==> config.mk <==
export PLATFORM = sky130hd
export DESIGN_NAME = bounded_double_ended_queue_flat
export DESIGN_NICKNAME = d
export VERILOG_FILES = /design/src/bdq_pkg.sv /design/src/bdq_req_if.sv /design/src/bdq_rsp_if.sv /design/src/bdq_store.sv /design/src/bounded_double_ended_queue.sv /design/src/flat_wrapper.sv
export SDC_FILE = /design/constraint.sdc
export NUM_CORES = 1
export LEC_CHECK = 0
export BUFFER_PORTS_ARGS = -buffer_cell sky130_fd_sc_hd__buf_4
export CELL_PAD_IN_SITES_DETAIL_PLACEMENT = 0
export CELL_PAD_IN_SITES_GLOBAL_PLACEMENT = 1
export CORE_MARGIN = 1
export CORE_UTILIZATION = 28
export CTS_CLUSTER_SIZE = 8
export DETAILED_ROUTE_END_ITERATION = 10
export PLACE_DENSITY_LB_ADDON = 0.1
export SYNTH_ARGS = -nofsm -noshare
export SYNTH_HDL_FRONTEND = slang
export SYNTH_SLANG_ARGS = --single-unit
==> constraint.sdc <==
create_clock -name clk -period 4.5 [get_ports clk]
set_clock_uncertainty 0.15 [all_clocks]
set_input_delay 0.225 -clock clk [delete_from_list [all_inputs] [get_ports clk]]
set_output_delay 0.225 -clock clk [all_outputs]
set_load 0.01 [all_outputs]
==> src/bdq_pkg.sv <==
package bdq_pkg;

	// Default sizes, handed to the top level parameters.
	localparam int DEF_CAPACITY  = 16;
	localparam int DEF_WORD_BITS = 32;

	// Operation codes carried in the op field of a request word.
	localparam logic [2:0] OP_PUSH_FRONT = 3'd0;
	localparam logic [2:0] OP_PUSH_BACK  = 3'd1;
	localparam logic [2:0] OP_POP_FRONT  = 3'd2;
	localparam logic [2:0] OP_POP_BACK   = 3'd3;
	localparam logic [2:0] OP_CLEAR      = 3'd4;

	// Status codes carried in the status field of a response word.
	localparam logic [1:0] STATUS_DONE  = 2'd0;
	localparam logic [1:0] STATUS_EMPTY = 2'd1;
	localparam logic [1:0] STATUS_FULL  = 2'd2;

	// Sequencer states.
	typedef enum logic [1:0] {
		ST_IDLE = 2'b01,
		ST_EXEC = 2'b10
	} state_t;

endpackage

==> src/bdq_req_if.sv <==
interface bdq_req_if #(
	parameter int WORD_BITS = 32
);
	logic                 valid;
	logic                 ready;
	logic [2:0]           op;
	logic [WORD_BITS-1:0] push_word;

	modport source (output valid, op, push_word, input ready);
	modport sink   (input valid, op, push_word, output ready);
endinterface

==> src/bdq_rsp_if.sv <==
interface bdq_rsp_if #(
	parameter int WORD_BITS = 32,
	parameter int COUNT_BITS = 5
);
	logic                  valid;
	logic                  ready;
	logic [1:0]            status;
	logic [WORD_BITS-1:0]  popped_word;
	logic [WORD_BITS-1:0]  front_word;
	logic [WORD_BITS-1:0]  back_word;
	logic [COUNT_BITS-1:0] entry_total;
	logic                  is_empty;
	logic                  is_full;

	modport source (output valid, status, popped_word, front_word, back_word, entry_total,
		is_empty, is_full, input ready);
	modport sink   (input valid, status, popped_word, front_word, back_word, entry_total,
		is_empty, is_full, output ready);
endinterface

==> src/bdq_store.sv <==
module bdq_store #(
	parameter int DEPTH = 16,
	parameter int WORD_BITS = 32,
	parameter int AW = 4
) (
	input  logic                 clk,
	input  logic                 wr_en,
	input  logic [AW-1:0]        wr_addr,
	input  logic [WORD_BITS-1:0] wr_data,
	input  logic                 rd_en,
	input  logic [AW-1:0]        rd_addr,
	output logic [WORD_BITS-1:0] rd_data
);

	logic [WORD_BITS-1:0] mem [DEPTH];
	logic [WORD_BITS-1:0] rd_data_q;

	// One write port and one registered read port; read data holds until the next read.
	always_ff @(posedge clk) begin
		if (wr_en) begin
			mem[wr_addr] <= wr_data;
		end
		if (rd_en) begin
			rd_data_q <= mem[rd_addr];
		end
	end

	assign rd_data = rd_data_q;

endmodule

==> src/bounded_double_ended_queue.sv <==
// Bounded double-ended queue of data words.
// The req channel carries one operation per word: push front, push back,
// pop front, pop back or clear, with the word to insert on a push.
// The rsp channel returns exactly one word per request: the status, the
// popped word, the front and back words, the entry count and empty/full flags.
// A push into a full queue or a pop from an empty queue is refused and leaves
// the contents unchanged.
// On accept the entry memory is written or read and the stage register loads;
// in the execute state, once it is free, the response register loads from the
// stage and memory read data. No request is taken while one is executing.
// The front and back words are cached in registers, so only a pop needs a
// memory read (for the new front or back entry).
// Reset clears the count, the pointers and the control state; the memory is
// not cleared, and no entry is read before it is written.
// When the receiver stalls, the response register holds its word; a new
// request is still accepted, and its result waits until the register frees.
module bounded_double_ended_queue
	import bdq_pkg::*;
#(
	parameter int CAPACITY = DEF_CAPACITY,
	parameter int WORD_BITS = DEF_WORD_BITS
) (
	input logic clk,
	input logic arst_n,
	bdq_req_if.sink   req,
	bdq_rsp_if.source rsp
);

	localparam int AW = (CAPACITY > 1) ? $clog2(CAPACITY) : 1;
	localparam int CW = $clog2(CAPACITY + 1);
	localparam logic [AW-1:0] LAST_IDX = AW'(CAPACITY - 1);
	localparam logic [CW-1:0] CAP_CNT  = CW'(CAPACITY);
	localparam logic [CW-1:0] ONE_CNT  = CW'(1);

	function automatic logic [AW-1:0] idx_inc(input logic [AW-1:0] idx);
		return (idx == LAST_IDX) ? '0 : idx + AW'(1);
	endfunction

	function automatic logic [AW-1:0] idx_dec(input logic [AW-1:0] idx);
		return (idx == '0) ? LAST_IDX : idx - AW'(1);
	endfunction

	state_t state_q;

	logic [AW-1:0]        head_q, tail_q, head_d, tail_d;
	logic [CW-1:0]        count_q, count_d;
	logic [WORD_BITS-1:0] front_q, back_q;

	logic [1:0]           status_d, status_s1;
	logic [WORD_BITS-1:0] popped_d, popped_s1;
	logic [WORD_BITS-1:0] front_d, back_d, front_s1, back_s1;
	logic                 front_mem_d, back_mem_d, front_mem_s1, back_mem_s1;

	logic                 wr_en, rd_en;
	logic [AW-1:0]        wr_addr, rd_addr;
	logic [WORD_BITS-1:0] rd_data;

	logic                 out_valid_q;
	logic [1:0]           out_status_q;
	logic [WORD_BITS-1:0] out_popped_q, out_front_q, out_back_q;
	logic [CW-1:0]        out_count_q;

	logic                 accept, out_free, finish;
	logic                 is_empty_now, is_full_now;
	logic [WORD_BITS-1:0] front_fin, back_fin;

	assign req.ready    = (state_q == ST_IDLE);
	assign accept       = req.valid && req.ready;
	assign out_free     = !out_valid_q || rsp.ready;
	assign finish       = (state_q == ST_EXEC) && out_free;
	assign is_empty_now = (count_q == '0);
	assign is_full_now  = (count_q == CAP_CNT);

	// Decode the operation, plan the memory access and the next pointers.
	always_comb begin
		head_d      = head_q;
		tail_d      = tail_q;
		count_d     = count_q;
		status_d    = STATUS_DONE;
		popped_d    = '0;
		front_d     = front_q;
		back_d      = back_q;
		front_mem_d = 1'b0;
		back_mem_d  = 1'b0;
		wr_en       = 1'b0;
		wr_addr     = head_q;
		rd_en       = 1'b0;
		rd_addr     = head_q;
		case (req.op)
			OP_PUSH_FRONT: begin
				if (is_full_now) begin
					status_d = STATUS_FULL;
				end else begin
					head_d  = idx_dec(head_q);
					wr_en   = accept;
					wr_addr = idx_dec(head_q);
					count_d = count_q + ONE_CNT;
					front_d = req.push_word;
					if (is_empty_now) begin
						back_d = req.push_word;
					end
				end
			end
			OP_PUSH_BACK: begin
				if (is_full_now) begin
					status_d = STATUS_FULL;
				end else begin
					tail_d  = idx_inc(tail_q);
					wr_en   = accept;
					wr_addr = idx_inc(tail_q);
					count_d = count_q + ONE_CNT;
					back_d  = req.push_word;
					if (is_empty_now) begin
						front_d = req.push_word;
					end
				end
			end
			OP_POP_FRONT: begin
				if (is_empty_now) begin
					status_d = STATUS_EMPTY;
				end else begin
					popped_d = front_q;
					head_d   = idx_inc(head_q);
					count_d  = count_q - ONE_CNT;
					if (count_q == ONE_CNT) begin
						front_d = '0;
						back_d  = '0;
					end else begin
						rd_en       = accept;
						rd_addr     = idx_inc(head_q);
						front_mem_d = 1'b1;
					end
				end
			end
			OP_POP_BACK: begin
				if (is_empty_now) begin
					status_d = STATUS_EMPTY;
				end else begin
					popped_d = back_q;
					tail_d   = idx_dec(tail_q);
					count_d  = count_q - ONE_CNT;
					if (count_q == ONE_CNT) begin
						front_d = '0;
						back_d  = '0;
					end else begin
						rd_en      = accept;
						rd_addr    = idx_dec(tail_q);
						back_mem_d = 1'b1;
					end
				end
			end
			OP_CLEAR: begin
				head_d  = '0;
				tail_d  = LAST_IDX;
				count_d = '0;
				front_d = '0;
				back_d  = '0;
			end
			default: begin
			end
		endcase
	end

	// Front and back words after the operation, taking memory data where a pop read it.
	assign front_fin = front_mem_s1 ? rd_data : front_s1;
	assign back_fin  = back_mem_s1 ? rd_data : back_s1;

	bdq_store #(
		.DEPTH(CAPACITY),
		.WORD_BITS(WORD_BITS),
		.AW(AW)
	) u_store (
		.clk(clk),
		.wr_en(wr_en),
		.wr_addr(wr_addr),
		.wr_data(req.push_word),
		.rd_en(rd_en),
		.rd_addr(rd_addr),
		.rd_data(rd_data)
	);

	// Sequencer, pointers, count and cached end words.
	always_ff @(posedge clk or negedge arst_n) begin
		if (!arst_n) begin
			state_q <= ST_IDLE;
			head_q  <= '0;
			tail_q  <= LAST_IDX;
			count_q <= '0;
			front_q <= '0;
			back_q  <= '0;
		end else begin
			unique case (state_q)
				ST_IDLE: begin
					if (accept) begin
						head_q  <= head_d;
						tail_q  <= tail_d;
						count_q <= count_d;
						state_q <= ST_EXEC;
					end
				end
				ST_EXEC: begin
					if (out_free) begin
						front_q <= front_fin;
						back_q  <= back_fin;
						state_q <= ST_IDLE;
					end
				end
				default: begin
					state_q <= ST_IDLE;
				end
			endcase
		end
	end

	// Stage register between the memory access and the response.
	always_ff @(posedge clk) begin
		if (accept) begin
			status_s1    <= status_d;
			popped_s1    <= popped_d;
			front_s1     <= front_d;
			back_s1      <= back_d;
			front_mem_s1 <= front_mem_d;
			back_mem_s1  <= back_mem_d;
		end
	end

	// Response register.
	always_ff @(posedge clk or negedge arst_n) begin
		if (!arst_n) begin
			out_valid_q <= 1'b0;
		end else if (finish) begin
			out_valid_q <= 1'b1;
		end else if (rsp.ready) begin
			out_valid_q <= 1'b0;
		end
	end

	always_ff @(posedge clk) begin
		if (finish) begin
			out_status_q <= status_s1;
			out_popped_q <= popped_s1;
			out_front_q  <= front_fin;
			out_back_q   <= back_fin;
			out_count_q  <= count_q;
		end
	end

	assign rsp.valid       = out_valid_q;
	assign rsp.status      = out_status_q;
	assign rsp.popped_word = out_popped_q;
	assign rsp.front_word  = out_front_q;
	assign rsp.back_word   = out_back_q;
	assign rsp.entry_total = out_count_q;
	assign rsp.is_empty    = (out_count_q == '0);
	assign rsp.is_full     = (out_count_q == CAP_CNT);

endmodule

==> src/flat_wrapper.sv <==
// flat-port wrapper written by rule: the top's interface ports become plain ports
module bounded_double_ended_queue_flat import bdq_pkg::*;
#(
	parameter int CAPACITY = DEF_CAPACITY,
	parameter int WORD_BITS = DEF_WORD_BITS
)
  (clk, arst_n, req_valid, req_op, req_push_word, req_ready, rsp_valid, rsp_status, rsp_popped_word, rsp_front_word, rsp_back_word, rsp_entry_total, rsp_is_empty, rsp_is_full, rsp_ready);
  bdq_req_if #(.WORD_BITS(WORD_BITS)) req_i ();
  bdq_rsp_if #(.WORD_BITS(WORD_BITS), .COUNT_BITS(($clog2(CAPACITY + 1)))) rsp_i ();
  input logic clk;
  input logic arst_n;
  input wire logic [$bits(req_i.valid)-1:0] req_valid;
  input wire logic [$bits(req_i.op)-1:0] req_op;
  input wire logic [$bits(req_i.push_word)-1:0] req_push_word;
  output wire logic [$bits(req_i.ready)-1:0] req_ready;
  output wire logic [$bits(rsp_i.valid)-1:0] rsp_valid;
  output wire logic [$bits(rsp_i.status)-1:0] rsp_status;
  output wire logic [$bits(rsp_i.popped_word)-1:0] rsp_popped_word;
  output wire logic [$bits(rsp_i.front_word)-1:0] rsp_front_word;
  output wire logic [$bits(rsp_i.back_word)-1:0] rsp_back_word;
  output wire logic [$bits(rsp_i.entry_total)-1:0] rsp_entry_total;
  output wire logic [$bits(rsp_i.is_empty)-1:0] rsp_is_empty;
  output wire logic [$bits(rsp_i.is_full)-1:0] rsp_is_full;
  input wire logic [$bits(rsp_i.ready)-1:0] rsp_ready;
  assign req_i.valid = req_valid;
  assign req_i.op = req_op;
  assign req_i.push_word = req_push_word;
  assign req_ready = req_i.ready;
  assign rsp_valid = rsp_i.valid;
  assign rsp_status = rsp_i.status;
  assign rsp_popped_word = rsp_i.popped_word;
  assign rsp_front_word = rsp_i.front_word;
  assign rsp_back_word = rsp_i.back_word;
  assign rsp_entry_total = rsp_i.entry_total;
  assign rsp_is_empty = rsp_i.is_empty;
  assign rsp_is_full = rsp_i.is_full;
  assign rsp_i.ready = rsp_ready;
  bounded_double_ended_queue #(.CAPACITY(CAPACITY), .WORD_BITS(WORD_BITS)) u_core (.clk(clk), .arst_n(arst_n), .req(req_i), .rsp(rsp_i));
endmodule
==> impl_metrics.env <==
export IMPL_status="completed"
export IMPL_vias=17230
export IMPL_synthesis_nets=1738
export IMPL_gr_total_overflow=0
export IMPL_fmax_mhz=245.4
export IMPL_p_leak_uw=0.01350
export IMPL_tns_ps=0
export IMPL_drc=0
export IMPL_clk_pin_slew_ps=50
export IMPL_firstDrtPassIters=5
export IMPL_grt_usage=0.1619
export IMPL_die_h_um=342.9
export IMPL_path_max_fanout=17
export IMPL_cts_setup_buffers=0
export IMPL_cts_buffers=113
export IMPL_yosysWarnings=0
export IMPL_cp_slowest_cell="mux2i_4"
export IMPL_path_buf_inv=3
export IMPL_core_region_area_mm2=0.1148
export IMPL_p_int_uw=16630
export IMPL_cts_tree="built"
export IMPL_tightest_slew_ps=961.4
export IMPL_yosys_area_top_type="edfxtp_1"
export IMPL_pwr_share_clk=0.332
export IMPL_critical_path_max_stage_delay_ps=670
export IMPL_reg2reg_to="u_core.u_store.rd_data[2]$_DFFE_PP_"
export IMPL_port_buffers=145
export IMPL_seq_power_share=0.424
export IMPL_pwr_density_cell_mw_per_mm2=589.1
export IMPL_synth_seq_cells=827
export IMPL_setup_viol=0
export IMPL_path_cells="inv_1, ha_1, nor4b_2, a211oi_4, mux2i_4, buf_12, buf_12, mux4_2, a22oi_1, nand2_1"
export IMPL_clockBufferDepth=3
export IMPL_drtIter0Drc=1307
export IMPL_numClockSinks=827
export IMPL_root_buffer="clkbuf_16"
export IMPL_layout_commonest_cell="edfxtp_1"
export IMPL_synth_area_leaders="edfxtp_1 (69%), mux4_2 (8.7%), dfrtp_1 (5.8%)"
export IMPL_final_nets=2003
export IMPL_fp_row_count=124
export IMPL_ios=146
export IMPL_clock_latency_ps=690
export IMPL_synth_edf_count=747
export IMPL_worst_hold_path_type="in2async"
export IMPL_fin_crit_ps=4075
export IMPL_detail_route_wirelength_mm=95.07
export IMPL_synth_cell_type_count=60
export IMPL_yosysSeqAreaShare=0.7510
export IMPL_die_width_um=342.9
export IMPL_syn_cell_area_mm2=0.03254
export IMPL_grt_pass1_vias=18050
export IMPL_synth_main_ff_cell="edfxtp_1"
export IMPL_area_delta_synth_final_pct=21.75
export IMPL_gp_congestion=0.7324
export IMPL_sw_frac_of_total=0.2878
export IMPL_cpMostUsedCell="buf_12"
export IMPL_final_cell_mix="edfxtp_1 (747), buf_4 (180), mux2_2 (128)"
export IMPL_antenna_found_initial=7
export IMPL_wl_per_cell_um=27.03
export IMPL_required_ps=4790
export IMPL_avgSynthCellArea_um2=19.24
export IMPL_p_sw_uw=6717
export IMPL_ant_nets=0
export IMPL_rsz0062_at_grt="false"
export IMPL_htreeDepth=3
export IMPL_slew_viol_final=0
export IMPL_dp_hpwl_mm=55.46
export IMPL_synthArstFlopShare=0.09674
export IMPL_grt_first_pass_wirelength_mm=135.2
export IMPL_drive_gt1_frac=0.3110
export IMPL_start_kind="flip-flop"
export IMPL_via_per_inst=4.898
export IMPL_die_area_mm2=0.1176
export IMPL_power_total_uw=23340
export IMPL_hold_violations=0
export IMPL_critical_path_top_delay_family="multiplexers"
export IMPL_cap_violations=0
export IMPL_worst_r2r_path_depth=10
export IMPL_fillerInstances=10830
export IMPL_min_period_over_period=0.9055
export IMPL_path_class="reg2reg"
export IMPL_start_util=0.2834
export IMPL_critPathCaptureType="flip-flop"
export IMPL_synth_cells=1691
export IMPL_r2r_slack_ps=430
export IMPL_ir_worst_vdd_uv=319.1
export IMPL_worstPathArrival_ps=4370
export IMPL_pwr_share_comb=0.245
export IMPL_rr_startpoint="u_core.count_q[0]$_DFFE_PN0P_"
export IMPL_synth_top_area_frac=0.6893
export IMPL_grt_max_degree=56
export IMPL_maxSlewHeadroom=0.3575
[through the flow]
| step | area, um^2 | setup slack, ps | cells | hold slack, ps | util |
|---|---|---|---|---|---|
| 2_1_floorplan | 32540 | 285.6 | 1691 | -220.6 | - |
| 3_3_place_gp | 36090 | 509.5 | 3313 | 251.8 | 0.3143 |
| 3_5_place_dp | 36090 | 445.9 | 3313 | 254.5 | 0.3143 |
| 4_1_cts | 39620 | 423.2 | 3515 | 31.73 | 0.3451 |
| 5_1_grt | 39620 | 202.4 | 3515 | 106.1 | 0.3451 |
| 6_report | 39620 | 425.1 | 3517 | 44.47 | 0.3451 |
[what timing repair did]
| item | 4_1_cts | 5_1_grt |
|---|---|---|
| hold endpoints to repair | 640 | 0 |
| setup endpoints to repair | 0 | 0 |
| hold buffers | 40 | 0 |
| gates resized for setup | 0 | 0 |
[kinds of logic (layout without fill, tap and decap cells)]
group / Yosys count / after routing / synth area share
AO/OA/AOI/OAI: 296 / 296 / 0.06852
multiplexers: 269 / 269 / 0.1362
buffers and inverters: 111 / 423 / 0.01457
other: 0 / 2 / 0
XOR/XNOR: 4 / 4 / 0.001077
adder cells (fa/ha/maj): 8 / 8 / 0.003076
AND/OR/NAND/NOR: 176 / 176 / 0.02553
flip-flops: 827 / 827 / 0.7510
[state kept, by name, summed over array words and instances, names as in the netlist, 5 cells and up]
name	flops
u_core.front_s1	32
u_core.count_q	5
u_core.u_store.mem	512
u_core.back_s1	32
u_core.front_q	32
u_core.rsp.front_word	32
u_core.u_store.rd_data	32
u_core.rsp.entry_total	5
u_core.rsp.popped_word	32
u_core.rsp.back_word	32
u_core.popped_s1	32
u_core.back_q	32
[power groups by stage]
stage | combinational (uW) | clock (uW) | sequential, uW
6_report | 5710 | 7740 | 9890
3_3_place_gp | 5750 | 0 | 10000
4_1_cts | 5850 | 7980 | 9880
3_5_place_dp | 5790 | 0 | 10000
5_1_grt | 6210 | 8270 | 9960
2_1_floorplan | 3990 | 0 | 9790
[area by class of cell]
cell class              instances  area [um^2]  share of cell area
diodes                          2        5.005           0.0001263
clock buffers                 154         3003             0.07579
clock inverters                 8        126.4            0.003190
inverters                      14        55.05            0.001390
multi-input cells             753         7807              0.1971
flip-flops and latches        827        24440              0.6168
well taps                    1512         1892             0.04775
repair buffers                247         2292             0.05785
[metal layers]
metal | GRT usage | vias up | wire, um
met4 | 0.04361 | 4 | 1799
met5 | 0 | - | 27
met1 | 0.2211 | 9209 | 43190
met2 | 0.2648 | 444 | 45790
li1 | - | 7440 | -
met3 | 0.02881 | 129 | 4259
[cells in the mapped netlist, types with 2 or more instances]
cell       count
a211oi_1       3
buf_1         23
edfxtp_1     747
a221oi_1       3
nand2_1       64
a31oi_1        7
xnor2_1        2
nor2b_1       12
a22o_1        86
and3_1         3
or2_2          2
inv_1         14
mux4_2       126
and2_1         7
dfrtp_1       75
mux2_2       128
clkbuf_1      48
nor2_1        49
xor2_1         2
o21a_1         4
and2_0         3
nand3_1        7
mux2i_1       14
o22ai_1        5
nand2b_1      13
dfstp_2        5
a22oi_1       65
a21boi_0       2
o211ai_1       4
a21oi_1       20
a2bb2oi_1      2
buf_2         22
o221ai_1       3
o21ai_0       29
nor3_1         5
or4_1          3
buf_6          4
o31ai_1        5
a21o_1        47
ha_1           8
[worst max path at each step]
stage	start	end	slack, ps	depth (start not counted)
2_1_floorplan	u_core.count_q[0]$_DFFE_PN0P_	u_core.u_store.mem[10][0]$_DFFE_PP_	290	10
3_3_place_gp	u_core.count_q[0]$_DFFE_PN0P_	u_core.u_store.rd_data[12]$_DFFE_PP_	510	10
3_5_place_dp	u_core.count_q[0]$_DFFE_PN0P_	u_core.u_store.rd_data[13]$_DFFE_PP_	450	10
4_1_cts	u_core.count_q[0]$_DFFE_PN0P_	u_core.u_store.rd_data[13]$_DFFE_PP_	420	10
5_1_grt	u_core.count_q[0]$_DFFE_PN0P_	u_core.u_store.rd_data[2]$_DFFE_PP_	200	10
6_report	u_core.count_q[0]$_DFFE_PN0P_	u_core.u_store.rd_data[2]$_DFFE_PP_	430	10
Power figures use the tool's default switching activity.
